==> src/rtl/core/cph_ram.sv <==
// Simple dual-port synchronous RAM, one write and one registered read port
`timescale 1ns / 1ps
`default_nettype none

module cph_ram #(
  parameter int unsigned DEPTH  = 256,
  parameter int unsigned WIDTH  = 8,
  parameter int unsigned ADDR_W = $clog2(DEPTH)
) (
  input  wire logic              clk,
  input  wire logic              we,
  input  wire logic [ADDR_W-1:0] waddr,
  input  wire logic [WIDTH-1:0]  wdata,
  input  wire logic [ADDR_W-1:0] raddr,
  output logic      [WIDTH-1:0]  rdata
);

  logic [WIDTH-1:0] mem [DEPTH];

  // Write port
  always_ff @(posedge clk) begin
    if (we) begin
      mem[waddr] <= wdata;
    end
  end

  // Read port, registered
  always_ff @(posedge clk) begin
    rdata <= mem[raddr];
  end

endmodule

`default_nettype wire

==> config.mk <==
export PLATFORM = sky130hd
export DESIGN_NAME = cph_ram
export DESIGN_NICKNAME = d
export VERILOG_FILES = /design/src/rtl/core/cph_ram.sv
export SDC_FILE = /design/constraint.sdc
export NUM_CORES = 2
export LEC_CHECK = 0
export BUFFER_PORTS_ARGS = -buffer_cell sky130_fd_sc_hd__buf_4
export CAP_MARGIN = 10
export CORE_UTILIZATION = 60
export DETAILED_ROUTE_END_ITERATION = 16
export PLACE_DENSITY_LB_ADDON = 0.15
export SLEW_MARGIN = 0
export SYNTH_ARGS = -nofsm -noshare
export SYNTH_HDL_FRONTEND = slang
export SYNTH_SLANG_ARGS = --single-unit
==> constraint.sdc <==
create_clock -name clk -period 3.7 [get_ports clk]
set_input_delay 0.925 -clock clk [delete_from_list [all_inputs] [get_ports clk]]
set_output_delay 0.925 -clock clk [all_outputs]
set_load 0.03 [all_outputs]
==> qor.yml <==
outcome:
  run_status: "finished clean"
global_route:
  grt_antenna_before_repair: 6
  grt_first_pass_wirelength_um: 288200
  total_global_routing_overflow: 0
  largest_net_degree_at_the_start_of_global_routing: 121
  first_global_vias: 41300
  grt_usage: 0.3004
synth:
  adder_cell_area_share_of_the_yosys_netlist: 0
  syn_area_per_cell_um2: 21.31
  postSynth.asyncResetShare: 0
  synth_common_cells: "sky130_fd_sc_hd__edfxtp_1 (2048), sky130_fd_sc_hd__mux4_2 (454), sky130_fd_sc_hd__nor2_1 (282)"
  syn-instance-count: 3733
  synth-warning-count: 0
  synth_top_family_by_area: "multiplexers"
  synthesis.area_um2: 79560
  yosys-mux-area-fraction: 0.1462
  ys_ff_latch: 2056
  synthTopCellsByArea: "sky130_fd_sc_hd__edfxtp_1 (77%), sky130_fd_sc_hd__mux4_2 (13%), sky130_fd_sc_hd__mux2i_1 (1.7%), sky130_fd_sc_hd__nor2_1 (1.3%), sky130_fd_sc_hd__a22oi_1 (1.3%)"
  yosys.cell_types.count: 55
  synth.largest_area_cell: "sky130_fd_sc_hd__edfxtp_1"
  post_synth_xor_area_fraction: 0
  edff_count_synth: 2048
  post_synthesis_net_count: 3759
  post_synth_and_or_nand_nor_area_fraction: 0.02628
  synth_compound_gate_area_share: 0.03419
  synthMostInstantiatedCell: "sky130_fd_sc_hd__edfxtp_1"
  synth_flop_cell: "sky130_fd_sc_hd__edfxtp_1"
  post-synth-top-area-fraction: 0.7730
  synth_sequential_area_ratio: 0.7750
floorplan:
  dieArea_um2: 134100
  num_rows: 133
  floorplan.core_area_um2: 131500
  boundaryPins: 34
  dieHeight_um: 366.1
  initial_utilization: 0.6052
  floorplan.die.width_um: 366.1
sta:
  final.setup_skew_ns: 0.03054
  setup_repair_after_global_routing_missed_its_margin: "no"
  worst_pin_slew_ns: 1.207
  max-slew-margin-rel: 0.1888
  period_needed_ns: 3.411
  report.final.setup_viol: 0
  setup_tns_ns: 0
  count_of_final_max_slew_check_failures: 0
  report.final.hold_viol_count: 0
  final_min_period_over_clock_period: 0.9219
  timing.fmax_mhz: 293.2
power:
  powerDensity_nw_per_um2: 519.5
  leakage_nw: 29.37
  worst_ir_drop_vdd_mv: 0.4607
routing:
  number_of_design_rule_violations_left_by_the_first_detailed_router_iteration: 5643
  sum_of_routed_wire_segments_on_met1_um: 75520
  detail_route.wirelength_um: 198300
  avgRoutedWirePerCell_um: 32.08
  met3RoutedLength_um: 20620
  first_pass_iters: 5
  wl_met2_um: 95790
  highest_metal_layer_with_signal_wires: "met5"
  route.detailed.vias_per_inst: 6.606
  num_vias: 40820
  drc_errors: 0
  antenna_violating_nets_post_route: 0
cells_and_area:
  multi_input_comb_area_um2: 16490
  register_cell_area_after_layout_um2: 61660
  fin_cells: 6180
  final.fill_count: 7903
  synthToLayoutAreaGrowth_pct: 14.83
  final_net_count: 4283
  drive_gt1_frac: 0.2960
clock_tree:
  htreeDepth: 4
  clock_tree.root_cell: "sky130_fd_sc_hd__clkbuf_16"
  cts.sink_count: 2056
  skew_pair_late_insertion_delay_ns: 0.83
  tritoncts: "built"
  post_cts_resize_count: 0
  cts-hold-fix-buffers: 0
  numCtsBuffers: 197
  clk_transition_reported_paths_ns: 0.06
  clock_tree.buffer_depth: 3
  cts_setup_buffers: 0
setup_path:
  worst-endpoint-required_ns: 4.36
  r2r_end: "rdata[0]"
  setup.worst_path.class: "in2reg"
  ff2ff_setup_slack_ns: 0.80
  r2r.worst_path.cells: 7
  worstSetupEndpointType: "register"
  startpoint: "raddr[0]"
  cp-start-kind: "primary input"
  worst-endpoint-arrival_ns: 4.07
  timing.rr.start: "mem[101][0]"
  crit_fanout: 23
placement:
  dp.cells: 5813
  post-dp-hpwl_um: 125000
  routabilityCongestion: 0.9018
  port_buffers: 33
min_path:
  whs_endpoint: "mem[68][5]"
  holdPathStages: 1
  worstHoldStart: "wdata[5]"
  timing.hold.worst.class: "in2reg"
run:
  max-cap-violations: 0
area by class of cell:
class,instances,share of cell area
multi-input combinational,1442,0.1806
clock inverter,121,0.01018
tap,1755,0.02404
antenna,6,0.0001643
sequential,2056,0.6749
inverter,2,0.00008217
timing repair buffer,558,0.05273
clock buffer,240,0.05733
kinds of logic after synthesis:
kind of cell | count (synthesis)
mux | 591
simple gates | 466
buf+inv | 235
compound gates | 385
flops | 2056
where the power goes:
| part | leakage, nW | switching [W] | internal (W) | total (W) |
|---|---|---|---|---|
| clock network | 3.02 | 0.00840 | 0.0108 | 0.0192 |
| logic | 7.88 | 0.00159 | 0.000934 | 0.00252 |
| registers | 18.5 | 0.0000425 | 0.0257 | 0.0257 |
how the worst max path moves through the flow:
stage                          end  slack, ns  depth (start not counted)
after floorplan           rdata[2]       0.84                          9
after global placement    rdata[1]      -0.77                         10
after detailed placement  rdata[5]      -0.55                          9
after CTS                 rdata[5]       0.33                          9
after global routing      rdata[0]       0.18                         10
final                     rdata[5]       0.29                          9
flip-flops by register name, summed over array words and instances, names as in the netlist:
register,flops
mem,2048
rdata,8
per-layer routing:
metal	up-vias	GRT usage
met2	2371	0.4735
met1	21360	0.4302
met4	2	0.09607
met5	-	0
li1	16740	-
met3	352	0.05944
placed cells by master (no fill, tap or decap), types with 5 or more instances in the layout:
cell | netlist | final
sky130_fd_sc_hd__a22o_1 | 8 | 8
sky130_fd_sc_hd__o22ai_1 | 28 | 28
sky130_fd_sc_hd__a22oi_1 | 133 | 133
sky130_fd_sc_hd__nor4_2 | 3 | 6
sky130_fd_sc_hd__clkbuf_1 | 111 | 34
sky130_fd_sc_hd__clkinv_2 | 0 | 38
sky130_fd_sc_hd__nor3_1 | 22 | 21
sky130_fd_sc_hd__a211oi_1 | 16 | 16
sky130_fd_sc_hd__diode_2 | 0 | 6
sky130_fd_sc_hd__mux2i_1 | 134 | 134
sky130_fd_sc_hd__buf_12 | 8 | 45
sky130_fd_sc_hd__nand4_1 | 10 | 10
sky130_fd_sc_hd__clkbuf_8 | 0 | 12
sky130_fd_sc_hd__o22a_1 | 5 | 5
sky130_fd_sc_hd__dfxtp_1 | 8 | 8
sky130_fd_sc_hd__buf_4 | 27 | 503
sky130_fd_sc_hd__and2_1 | 6 | 6
sky130_fd_sc_hd__a21oi_1 | 96 | 96
sky130_fd_sc_hd__o21ai_0 | 10 | 10
sky130_fd_sc_hd__edfxtp_1 | 2048 | 2048
sky130_fd_sc_hd__nand2_1 | 33 | 33
sky130_fd_sc_hd__nor4_1 | 24 | 21
sky130_fd_sc_hd__clkinv_1 | 1 | 55
sky130_fd_sc_hd__nand3_1 | 34 | 34
sky130_fd_sc_hd__o221ai_1 | 46 | 46
sky130_fd_sc_hd__nor2b_1 | 31 | 28
sky130_fd_sc_hd__mux4_2 | 454 | 454
sky130_fd_sc_hd__a221oi_1 | 13 | 13
sky130_fd_sc_hd__nor2_1 | 282 | 279
sky130_fd_sc_hd__bufinv_16 | 0 | 11
sky130_fd_sc_hd__clkbuf_16 | 0 | 202
sky130_fd_sc_hd__o211ai_1 | 10 | 10
sky130_fd_sc_hd__nand2b_1 | 8 | 8
sky130_fd_sc_hd__clkinvlp_4 | 0 | 7
critical path, cell delays in order:
cell and delay [ns]:
sky130_fd_sc_hd__buf_8 0.22, sky130_fd_sc_hd__buf_12 0.23, sky130_fd_sc_hd__buf_12 0.23, sky130_fd_sc_hd__mux4_2 0.58, sky130_fd_sc_hd__a22o_1 0.23, sky130_fd_sc_hd__a221oi_1 0.36, sky130_fd_sc_hd__o32ai_1 0.16, sky130_fd_sc_hd__nor3_1 0.93
sky130_fd_sc_hd__nor4_1 0.12
per-stage QoR:
step                      setup WS, ns  hold WS [ns]  cell area, um2  total power (W)    util
after global routing            0.1848        0.7115           91340          0.04860  0.6948
after CTS                       0.3287        0.6918           91340          0.04767  0.6948
after global placement         -0.7663         1.050           85140          0.02865  0.6476
final                           0.2891        0.7059           91360          0.04746  0.6949
after floorplan                 0.8371        0.7699           79560          0.02747       -
after detailed placement       -0.5532         1.034           85170          0.02872  0.6479
Power figures use the tool's default switching activity.
