$ cat src/rtl/core/cph_pkg.sv
// Package: sizes, codes and shared types of the palette slot allocator
`timescale 1ns / 1ps
`default_nettype none

package cph_pkg;

  // Table geometry (prime number of slots)
  localparam int unsigned TABLE_SIZE = 241;
  localparam int unsigned SLOT_W     = $clog2(TABLE_SIZE);

  // Colour and result widths
  localparam int unsigned COMP_W  = 8;
  localparam int unsigned COLOR_W = 3 * COMP_W;
  localparam int unsigned IDX_W   = 8;

  // Largest slot number seen on the result port
  localparam int unsigned IDX_MAX = (TABLE_SIZE - 1 > 255) ? 255 : TABLE_SIZE - 1;

  // Hash weights and the width of the weighted sum
  localparam int unsigned HASH_R = 67;
  localparam int unsigned HASH_G = 59;
  localparam int unsigned HASH_B = 71;
  localparam int unsigned SUM_MAX = (HASH_R + HASH_G + HASH_B) * ((1 << COMP_W) - 1);
  localparam int unsigned SUM_W   = $clog2(SUM_MAX + 1);

  // Home slot reduction: bits above the slot width fold back in with weight
  // FOLD_K, since 2^SLOT_W mod TABLE_SIZE equals FOLD_K
  localparam int unsigned HI_W   = SUM_W - SLOT_W;
  localparam int unsigned FOLD_K = (1 << SLOT_W) - TABLE_SIZE;

  // Constants in slot arithmetic width
  localparam logic [SLOT_W:0]   SIZE_EXT   = (SLOT_W + 1)'(TABLE_SIZE);
  localparam logic [SLOT_W-1:0] LAST_SLOT  = SLOT_W'(TABLE_SIZE - 1);
  localparam logic [SLOT_W-1:0] LAST_PROBE = SLOT_W'(TABLE_SIZE - 2);

  // Request codes
  localparam logic REQ_LOOKUP = 1'b0;
  localparam logic REQ_CLEAR  = 1'b1;

  // Result status codes
  typedef enum logic [1:0] {
    ST_FOUND   = 2'd0,
    ST_NEW     = 2'd1,
    ST_FULL    = 2'd2,
    ST_CLEARED = 2'd3
  } status_t;

  // One table entry as held in the slot memory
  typedef struct packed {
    logic               valid;
    logic [COLOR_W-1:0] color;
  } entry_t;

  // Hash unit status towards the controller
  typedef struct packed {
    logic              done;
    logic [SLOT_W-1:0] home;
  } hash_status_t;

endpackage

`default_nettype wire

$ cat src/rtl/core/cph_hash.sv
// Home slot hash: weighted colour sum reduced modulo the table size
`timescale 1ns / 1ps
`default_nettype none

module cph_hash (
  input  wire logic                          clk,
  input  wire logic                          rst,
  input  wire logic                          start,
  input  wire logic [cph_pkg::COMP_W-1:0]    red,
  input  wire logic [cph_pkg::COMP_W-1:0]    green,
  input  wire logic [cph_pkg::COMP_W-1:0]    blue,
  output cph_pkg::hash_status_t              hstat
);

  logic                         busy;
  logic                         done;
  logic [cph_pkg::SUM_W-1:0]    rem;
  logic [cph_pkg::SUM_W-1:0]    wsum;
  logic [cph_pkg::HI_W-1:0]     rem_hi;
  logic [cph_pkg::SUM_W-1:0]    folded;
  logic                         fold_done;

  // Weighted sum of the three components
  assign wsum = cph_pkg::SUM_W'(red)   * cph_pkg::SUM_W'(cph_pkg::HASH_R)
              + cph_pkg::SUM_W'(green) * cph_pkg::SUM_W'(cph_pkg::HASH_G)
              + cph_pkg::SUM_W'(blue)  * cph_pkg::SUM_W'(cph_pkg::HASH_B);

  // Fold the part above the slot width back in, weighted by 2^SLOT_W mod size
  assign rem_hi    = rem[cph_pkg::SUM_W-1:cph_pkg::SLOT_W];
  assign fold_done = (rem_hi == '0);
  assign folded    = cph_pkg::SUM_W'(rem_hi) * cph_pkg::SUM_W'(cph_pkg::FOLD_K)
                   + cph_pkg::SUM_W'(rem[cph_pkg::SLOT_W-1:0]);

  // Load the sum, fold until it fits the slot width, then at most one final subtract
  always_ff @(posedge clk) begin
    if (rst) begin
      busy <= 1'b0;
      done <= 1'b0;
    end else begin
      done <= busy && !start && fold_done;
      if (start) begin
        busy <= 1'b1;
        rem  <= wsum;
      end else if (busy) begin
        if (!fold_done) begin
          rem <= folded;
        end else begin
          // Below 2^SLOT_W, so at most one subtract of the size remains
          if (rem >= cph_pkg::SUM_W'(cph_pkg::TABLE_SIZE)) begin
            rem <= rem - cph_pkg::SUM_W'(cph_pkg::TABLE_SIZE);
          end
          busy <= 1'b0;
        end
      end
    end
  end

  assign hstat.done = done;
  assign hstat.home = rem[cph_pkg::SLOT_W-1:0];

endmodule

`default_nettype wire

$ cat config.mk
export PLATFORM = sky130hd
export DESIGN_NAME = cph_hash
export DESIGN_NICKNAME = d
export VERILOG_FILES = /design/src/rtl/core/cph_pkg.sv /design/src/rtl/core/cph_hash.sv
export SDC_FILE = /design/constraint.sdc
export NUM_CORES = 1
export LEC_CHECK = 0
export ABC_AREA = 1
export BUFFER_PORTS_ARGS = -buffer_cell sky130_fd_sc_hd__buf_2
export CAP_MARGIN = 20
export CORE_MARGIN = 2
export CORE_UTILIZATION = 60
export DETAILED_ROUTE_END_ITERATION = 7
export PLACE_DENSITY = 0.79
export SETUP_SLACK_MARGIN = 0.5
export SYNTH_ARGS = -nofsm -noshare
export SYNTH_HDL_FRONTEND = slang
export SYNTH_SLANG_ARGS = --single-unit
$ cat constraint.sdc
create_clock -name clk -period 7.4 [get_ports clk]
set_input_delay 1.11 -clock clk [delete_from_list [all_inputs] [get_ports clk]]
set_output_delay 1.11 -clock clk [all_outputs]
set_load 0.01 [all_outputs]
==> metrics.md, run 1 <==
| Metric | Value |
|---|---|
| Fin. max-slew vios | `0` |
| Yosys warning total | `0` |
| Minimum hold slack | `a little under 500 ps` |
| Post-Syn Instances | `725` |
| Dpl cells | `roughly 900` |
| Xor/xnor share of the synthesized area | `0.01324` |
| TNS Setup | `0 ps` |
| FFs w/ async S/R, synth | `0` |
| Starting density of the core | `0.6149` |
| M3 GR Usage | `0.04846` |
| Number of max-cap violations | `0` |
| Final Skew | `about 1.0 ps` |
| Buffers on Ports | `35` |
| Nets | `around 980` |
| Synth Net Count | `950` |
| Grt ovf | `0` |
| Clk Latency, worst-skew pair | `250 ps` |
| Worst setup SP type | `input pin` |
| Vias | `around 4600` |
| First-pass iteration count of the detailed router | `5` |
| Synthesized-area fraction occupied by ao, oa, aoi and oai cells | `0.05043` |
| Status | `complete, no violations` |
| Cts hold-fix bufs | `0` |
| Worst setup path category | `input pin to flip-flop` |
| Layout cells sized above 1 | `0.09176` |
| Post-synthesis mux area share | `0` |
| Post-CTS sizing | `0` |
| DIE AREA | `10740 um2` |
| Met1 usage | `0.3434` |
| Initial antenna violation count | `0` |
| RSZ-0062 raised after global routing | `false` |
| Gpl congestion | `about 0.92` |
| Worst R2R Setup Slack | `3740 ps` |
| Final ANT Viol Nets | `0` |
| Worst endpoint required time | `between 7000 and 8000 ps` |
| CTS max path bufs | `2` |
| Yosys cell types | `about 40` |
| Routed len/inst | `between 10 and 15 um` |
| I/O pins | `36` |
| Hold path depth | `1` |
| Antenna cells | `0` |
| Period minus WS final | `6275 ps` |
| DRC violations left | `0` |
| Detailed placement HPWL | `11090 um` |
| Final worst path period share | `0.8480` |
| Routed wire length | `around 12000 um` |
| Sequential-to-total area share from yosys stat | `0.08741` |
| CTS tree | `yes` |
| Top post-synthesis cells by area | `fa_1, ha_1, inv_1` |
| Slew headroom | `0.6949` |
| CTS root buf | `clkbuf_8` |
| Setup-failing EPs final | `0` |
| Die width | `103.6 um` |
| PnR worst setup slack | `1125 ps` |
| Area share of the largest cell type after synthesis | `0.2858` |
| Most used routing layer | `met2` |
| Post CTS Setup Buffer Count | `0` |
| Met2 GRT Util | `0.4068` |
| Syn_area_per_cell | `just over 8 um2` |
| Post-synthesis cell area | `5954 um2` |
| First-pass GRT wire length | `21530 um` |
| Simple-Gate Fraction of Synth Area | `0.1929` |
| Synth Area in Adders | `0.5232` |
| Sink Count | `18` |
| Final Hold Fails | `0` |
| Register clock-pin slew on the reported worst setup and hold paths | `approximately 60 ps` |
| Synth area leader | `fa_1` |
| Core footprint | `approximately 9700 um2` |
| Worst Tran Pin Value | `around 460 ps` |
| Crit path capture type | `flip-flop` |
| Number of synthesized flops with an enable pin | `16` |
| Final Instance Count excl. Fillers | `885` |
| DR iter-0 viols | `353` |
| Total CTS buffers | `3` |
| Highest Clock Rate | `~0.16 GHz` |
| Most common cell in the netlist | `inv_1` |
| Via density per instance | `around 5.2` |
| Synth top cells by count | `inv_1, nand2_1, ha_1, fa_1, nand3_1` |
| CP arrival | `~6300 ps` |
| Largest family of logic cells by synthesized area | `adder cells` |
| Place WS | `840.6 ps` |
| H-tree levels | `1` |
| Die Span Y | `approximately 100 um` |
| Worst hold path type | `flip-flop to flip-flop` |
| Cells on worst reg2reg path | `16` |
| CP max FO | `4` |
| Synth Flop Type | `edfxtp_1` |
| Cell row count | `36` |
| Area grow syn2layout | `5.064%` |
| FF+latch count, synth | `18` |
| Overall routing resource usage | `0.2441` |
| Number of global-route vias before repair | `4755` |
| Largest net degree at the start of global routing | `24` |
==> registers in the layout (all words and copies together), names as in the netlist <==
| name | flops |
|---|---|
| busy | 1 |
| done | 1 |
| rem | 16 |
==> area by class of cell <==
type	count	area, um2
tap	133	166.4
clock inverter	1	3.754
inverter	186	698.2
clock buffer	3	41.29
fill	821	3428
multi-input combinational	508	4643
timing repair buffer	36	182.7
sequential	18	520.5
==> cells in the final DEF, fill, tap and decap left out, drive strengths merged, types with 2 or more instances in the layout <==
| master | Yosys | routed |
|---|---|---|
| fa | 85 | 85 |
| nand3 | 46 | 46 |
| clkinv | 2 | 3 |
| xor2 | 7 | 7 |
| xnor2 | 2 | 2 |
| nor2 | 42 | 42 |
| nand3b | 8 | 8 |
| nand4 | 5 | 5 |
| o21bai | 2 | 2 |
| dfxtp | 2 | 2 |
| edfxtp | 16 | 16 |
| a21oi | 23 | 23 |
| o21ai | 15 | 15 |
| a21boi | 4 | 4 |
| inv | 184 | 184 |
| nand2 | 146 | 146 |
| buf | 13 | 36 |
| ha | 113 | 113 |
| or2 | 3 | 3 |
| clkbuf | 0 | 3 |
==> through the flow <==
step | instance area [um2] | util
6_report | 6256 | 0.6460
5_1_grt | 6256 | 0.6460
2_1_floorplan | 5954 | -
3_3_place_gp | 6211 | 0.6413
3_5_place_dp | 6211 | 0.6413
4_1_cts | 6256 | 0.6460
==> final timing paths <==
check,end,startpoint
worst max-delay path,rem[13],green[3]
worst min-delay path,done,busy
worst max register to register,rem[12],rem[8]
worst min register to register,done,busy
==> routing by layer <==
metal  wire [um]  vias up
li1            -     2279
met1        5668     2214
met2        5842      124
met3         737       10
met4          93        0
met5           0        -
==> critical path: stages <==
cell	delay, ps
buf_2	120
inv_1	150
fa_1	460
fa_1	480
fa_1	490
inv_1	50
fa_1	520
inv_1	60
fa_1	530
inv_1	60
fa_1	530
inv_1	50
fa_1	500
inv_1	40
ha_1	330
a21oi_1	340
o21ai_0	130
nand2_1	70
nand3_1	80
nor2_1	110
o21ai_1	70
==> cells by family after synthesis <==
group,Yosys count
AO/OA/AOI/OAI,49
flip-flops,18
AND/OR/NAND/NOR,252
adder cells (fa/ha/maj),198
XOR/XNOR,9
buffers and inverters,199
Power of run 1 is left out: the tool's default activity adds up to more than one toggle a clock period on the data nets, which glitch-free logic cannot reach.
==> run 2: changes to the inputs <==
- clock period: 7.4 -> 6.2 ns (I/O delays scaled with it)
==> run 2 against run 1 <==
Against the previous run: clock skew up 1.7 ps; global-route usage up 0.60 points; setup slack worse by 690 ps; hold slack better by 2.1 ps; sequential share of layout area down 0.26 points; critical path depth up 3; non-clock buffer count up 5; via count up 1.9%; critical endpoint is now rem[12]; largest cell class unchanged.
==> metrics.md, run 2 (synthesis gave the netlist of run 1 again) <==
| Metric | Value |
|---|---|
| Via density per instance | `between 5 and 6` |
| Register clock-pin slew on the reported worst setup and hold paths | `approximately 80 ps` |
| Highest Clock Rate | `0.1736 GHz` |
| Worst setup path category | `input pin to flip-flop` |
| Worst hold path type | `flip-flop to flip-flop` |
| Min-delay src | `busy` |
| Most frequent cells in the layout | `inv_1, nand2_1, ha_1` |
| Buffers on Ports | `35` |
| Final ANT Viol Nets | `0` |
| Number of global-route vias before repair | `a little under 5000` |
| Layout cells sized above 1 | `0.1387` |
| First-pass iteration count of the detailed router | `5` |
| Cts hold-fix bufs | `0` |
| RR Startpoint | `rem[8]` |
| Status | `complete, no violations` |
| H-tree levels | `1` |
| Starting density of the core | `0.6149` |
| Largest net degree at the start of global routing | `24` |
| Vias | `about 4700` |
| Cells on worst reg2reg path | `16` |
| Setup-failing EPs final | `0` |
| Hold path depth | `1` |
| Worst R2R Setup Slack | `approximately 2500 ps` |
| Area grow syn2layout | `8.510%` |
| Final Hold Fails | `0` |
| Worst Tran Pin Value | `454.1 ps` |
| Grt ovf | `0` |
| Routed wire length | `12860 um` |
| Max reg flops | `16` |
| Final Instance Count excl. Fillers | `890` |
| Minimum hold slack | `approximately 480 ps` |
| TNS Setup | `0 ps` |
| CP max FO | `4` |
| Fin. max-slew vios | `0` |
| Core footprint | `9684 um2` |
| First-pass GRT wire length | `22250 um` |
| Number of max-cap violations | `0` |
| Top Registers | `rem (16), busy (1), done (1)` |
| Die Span Y | `~100 um` |
| Crit path capture type | `flip-flop` |
| RSZ-0062 raised after global routing | `true` |
| Routed len/inst | `14.45 um` |
| Initial antenna violation count | `0` |
| CTS root buf | `clkbuf_8` |
| Final Skew | `2.702 ps` |
| I/O pins | `36` |
| Slew headroom | `0.6965` |
| DIE AREA | `around 11000 um2` |
| Clk Latency, worst-skew pair | `approximately 260 ps` |
| Sink Count | `18` |
| Worst Hold End | `done` |
| Die width | `103.6 um` |
| Util after Layout | `0.6672` |
| Period minus WS final | `a little under 6000 ps` |
| Gpl congestion | `between 0.9 and 1` |
| Antenna cells | `0` |
| CTS max path bufs | `2` |
| Cell row count | `36` |
| Largest Register | `rem` |
| CP arrival | `just under 6000 ps` |
| CTS tree | `yes` |
| Total CTS buffers | `3` |
| Detailed placement HPWL | `roughly 11000 um` |
| Most common cell after layout, fill and taps aside | `inv_1` |
| RR Endpoint | `rem[12]` |
| Worst setup SP type | `input pin` |
| Nets | `~980` |
| DRC violations left | `0` |
| Dpl cells | `between 800 and 900` |
| DR iter-0 viols | `~450` |
| Worst endpoint required time | `6220 ps` |
| Final worst path period share | `0.9292` |
| Overall routing resource usage | `0.2501` |
[run 2: changes by cell type in the layout (fill, tap and decap cells not counted), moves of 4 or more]
cell / before / now
nand2_2: 5 / 14
ha_4: 0 / 4
ha_1: 113 / 108
buf_2: 35 / 31
nand2_1: 140 / 130
buf_4: 1 / 8
inv_1: 179 / 172
inv_2: 5 / 12
[run 2: worst max path at each step]
stage / startpoint / to / slack (ps) / cells after the start
3_5_place_dp: green[3] / rem[12] / 80 / 24
2_1_floorplan: green[3] / rem[10] / 510 / 22
4_1_cts: green[3] / rem[12] / 480 / 24
6_report: green[3] / rem[12] / 440 / 24
3_3_place_gp: green[3] / rem[12] / 180 / 24
5_1_grt: green[2] / rem[14] / 300 / 20
[run 2: critical path, cell delays in order]
cell and delay (ps):
buf_8 80, clkinvlp_4 110, fa_1 520, fa_1 430
fa_1 490, inv_1 50, fa_1 470, inv_1 50
fa_1 480, inv_1 50, fa_1 490, inv_1 60
fa_1 500, inv_2 60, ha_4 300, nand2_4 80
nor2_4 110, nand2_2 80, nand2_2 110, nand2_2 60
nand2_1 70, nand2_1 50, nand3_1 70, nand2_1 60
[run 2: routing by layer]
layer,share of wire,GRT usage,up-vias
met5,0,0,-
met3,0.060,0.04091,11
met1,0.45,0.3513,2284
met4,0.0093,0.02703,0
li1,-,-,2291
met2,0.48,0.4243,127
[run 2: repair_timing]
item | in CTS | in global routing
resized for setup | 10 | 22
pin swaps | 16 | 18
setup buffers | 2 | 3
cloned | 0 | 0
setup endpoints to repair | 8 | 10
[run 2: cell type report]
class	instances	area, um2
multi-input combinational	508	4790
fill	793	3223
inverter	186	701.9
sequential	18	520.5
timing repair buffer	41	237.7
tap	133	166.4
clock buffer	3	41.29
clock inverter	1	3.754
[run 2: metrics by stage]
step / cell area [um2] / worst slack, ps
final: 6461 / 439.0
after floorplan: 6015 / 508.9
after global placement: 6271 / 182.0
after global routing: 6461 / 304.8
after detailed placement: 6271 / 77.95
after CTS: 6356 / 482.6
Power of run 2 is left out for the same reason.
==> run 3: changes to the inputs <==
--- a/config.mk
+++ b/config.mk
@@ -13,5 +13,5 @@
 export DETAILED_ROUTE_END_ITERATION = 7
 export PLACE_DENSITY = 0.79
-export SETUP_SLACK_MARGIN = 0.5
+export SETUP_SLACK_MARGIN = 0.3
 export SYNTH_ARGS = -nofsm -noshare
 export SYNTH_HDL_FRONTEND = slang
==> constraint.sdc (replaced) <==
create_clock -name clk -period 6.2 [get_ports clk]
set_input_delay 0.62 -clock clk [delete_from_list [all_inputs] [get_ports clk]]
set_output_delay 0.62 -clock clk [all_outputs]
set_load 0.01 [all_outputs]
==> run 3 against run 2 <==
Against the previous run: flip-flop and latch count is the same; routed wire length decreased by 3.6%; critical path type unchanged; utilization is 1.8 points lower; critical path depth decreased by 1; global-route usage down 0.34 points; via count down 1.4%; die area did not move; register-to-register slack improved by 60 ps.
==> metrics.md, run 3 (synthesis gave the netlist of run 1 again) <==
| Metric | Value |
|---|---|
| Cells on worst reg2reg path | `16` |
| Starting density of the core | `0.6149` |
| RSZ-0062 raised after global routing | `true` |
| Routed len/inst | `14.01 um` |
| Register clock-pin slew on the reported worst setup and hold paths | `70 ps` |
| Die width | `approximately 100 um` |
| Routed wire length | `12400 um` |
| Worst R2R Setup Slack | `~2600 ps` |
| Layout cells sized above 1 | `0.09973` |
| Setup-failing EPs final | `0` |
| Final Skew | `between 1 and 1.5 ps` |
| Number of global-route vias before repair | `around 4900` |
| DIE AREA | `around 11000 um2` |
| Largest Register | `rem` |
| Most common cell after layout, fill and taps aside | `inv_1` |
| Worst setup SP type | `input pin` |
| Status | `complete, no violations` |
| Initial antenna violation count | `0` |
| RR Endpoint | `rem[12]` |
| Final worst path period share | `0.9186` |
| Final ANT Viol Nets | `0` |
| Worst Hold End | `done` |
| Number of max-cap violations | `0` |
| Hold path depth | `1` |
| Worst endpoint required time | `roughly 6200 ps` |
| Core footprint | `between 9000 and 10000 um2` |
| H-tree levels | `1` |
| Largest net degree at the start of global routing | `24` |
| CP arrival | `about 5700 ps` |
| Worst Tran Pin Value | `466.0 ps` |
| DR iter-0 viols | `325` |
| Detailed placement HPWL | `around 11000 um` |
| Area grow syn2layout | `5.631%` |
| Post CTS Setup Buffer Count | `0` |
| First-pass GRT wire length | `about 22000 um` |
| Total CTS buffers | `3` |
| Cts hold-fix bufs | `0` |
| Worst hold path type | `flip-flop to flip-flop` |
| First-pass iteration count of the detailed router | `7` |
| Antenna cells | `0` |
| Clk Latency, worst-skew pair | `about 260 ps` |
| Nets | `roughly 1000` |
| Min-delay src | `busy` |
| DRC violations left | `0` |
| Period minus WS final | `approximately 5700 ps` |
| CTS tree | `yes` |
| Vias | `roughly 4600` |
| Gpl congestion | `0.9174` |
| Place WS | `roughly 160 ps` |
| Buffers on Ports | `35` |
| Via density per instance | `5.251` |
| Worst setup path category | `input pin to flip-flop` |
| I/O pins | `36` |
| Post-CTS sizing | `0` |
| Grt ovf | `0` |
| RR Startpoint | `rem[8]` |
| Final Hold Fails | `0` |
| Most frequent cells in the layout | `inv_1, nand2_1, ha_1` |
| Slew headroom | `0.6886` |
| PnR worst setup slack | `between 500 and 600 ps` |
| CTS root buf | `clkbuf_8` |
| CP max FO | `4` |
| Fin. max-slew vios | `0` |
| Overall routing resource usage | `0.2467` |
| Die Span Y | `a little over 100 um` |
| Top Registers | `rem (16), busy (1), done (1)` |
| Max reg flops | `16` |
| Crit path capture type | `flip-flop` |
| CTS max path bufs | `2` |
| Highest Clock Rate | `0.1756 GHz` |
| Cell row count | `36` |
| Sink Count | `18` |
| TNS Setup | `0 ps` |
[run 3: worst max-delay path by stage]
stage	from	slack, ps	depth (start not counted)	endpoint
floorplan	green[3]	520	20	rem[13]
global placement	green[3]	250	21	rem[13]
detailed placement	green[3]	160	21	rem[13]
CTS	green[3]	430	21	rem[13]
global route	green[2]	260	23	rem[14]
finish	green[1]	500	23	rem[12]
[run 3: layer usage]
layer | track usage | part of all wire | vias up
met5 | 0 | 0 | -
met1 | 0.3410 | 0.46 | 2228
met3 | 0.04846 | 0.062 | 19
li1 | - | - | 2278
met4 | 0.04247 | 0.011 | 0
met2 | 0.4111 | 0.47 | 122
[run 3: layout make-up]
type	count	area, um2
Clock buffer	3	41.29
Inverter	186	698.2
Timing Repair Buffer	36	182.7
Sequential cell	18	520.5
Tap cell	133	166.4
Fill cell	815	3395
Clock inverter	1	3.754
Multi-Input combinational cell	508	4677
[run 3: worst max-delay path, stage by stage]
cell,delay (ps)
buf_2,130
inv_1,70
fa_1,560
fa_1,430
fa_1,490
inv_1,50
fa_1,520
inv_1,50
fa_1,530
inv_1,50
fa_1,530
inv_1,50
fa_1,500
inv_1,50
ha_1,370
nand2_2,130
nor2_1,50
nor2_1,90
nand2_1,100
nand2_1,100
nand3b_1,80
nand3_1,90
nand2_1,60
[run 3: stage by stage]
stage	hold WS, ps	area (um2)	instances	utilization
after global routing	503.7	6290	885	0.6495
after detailed placement	468.0	6211	881	0.6413
after CTS	482.2	6256	885	0.6460
after global placement	468.7	6211	881	0.6413
final	480.8	6290	885	0.6495
after floorplan	454.2	5954	725	-
Power of run 3 is left out for the same reason.
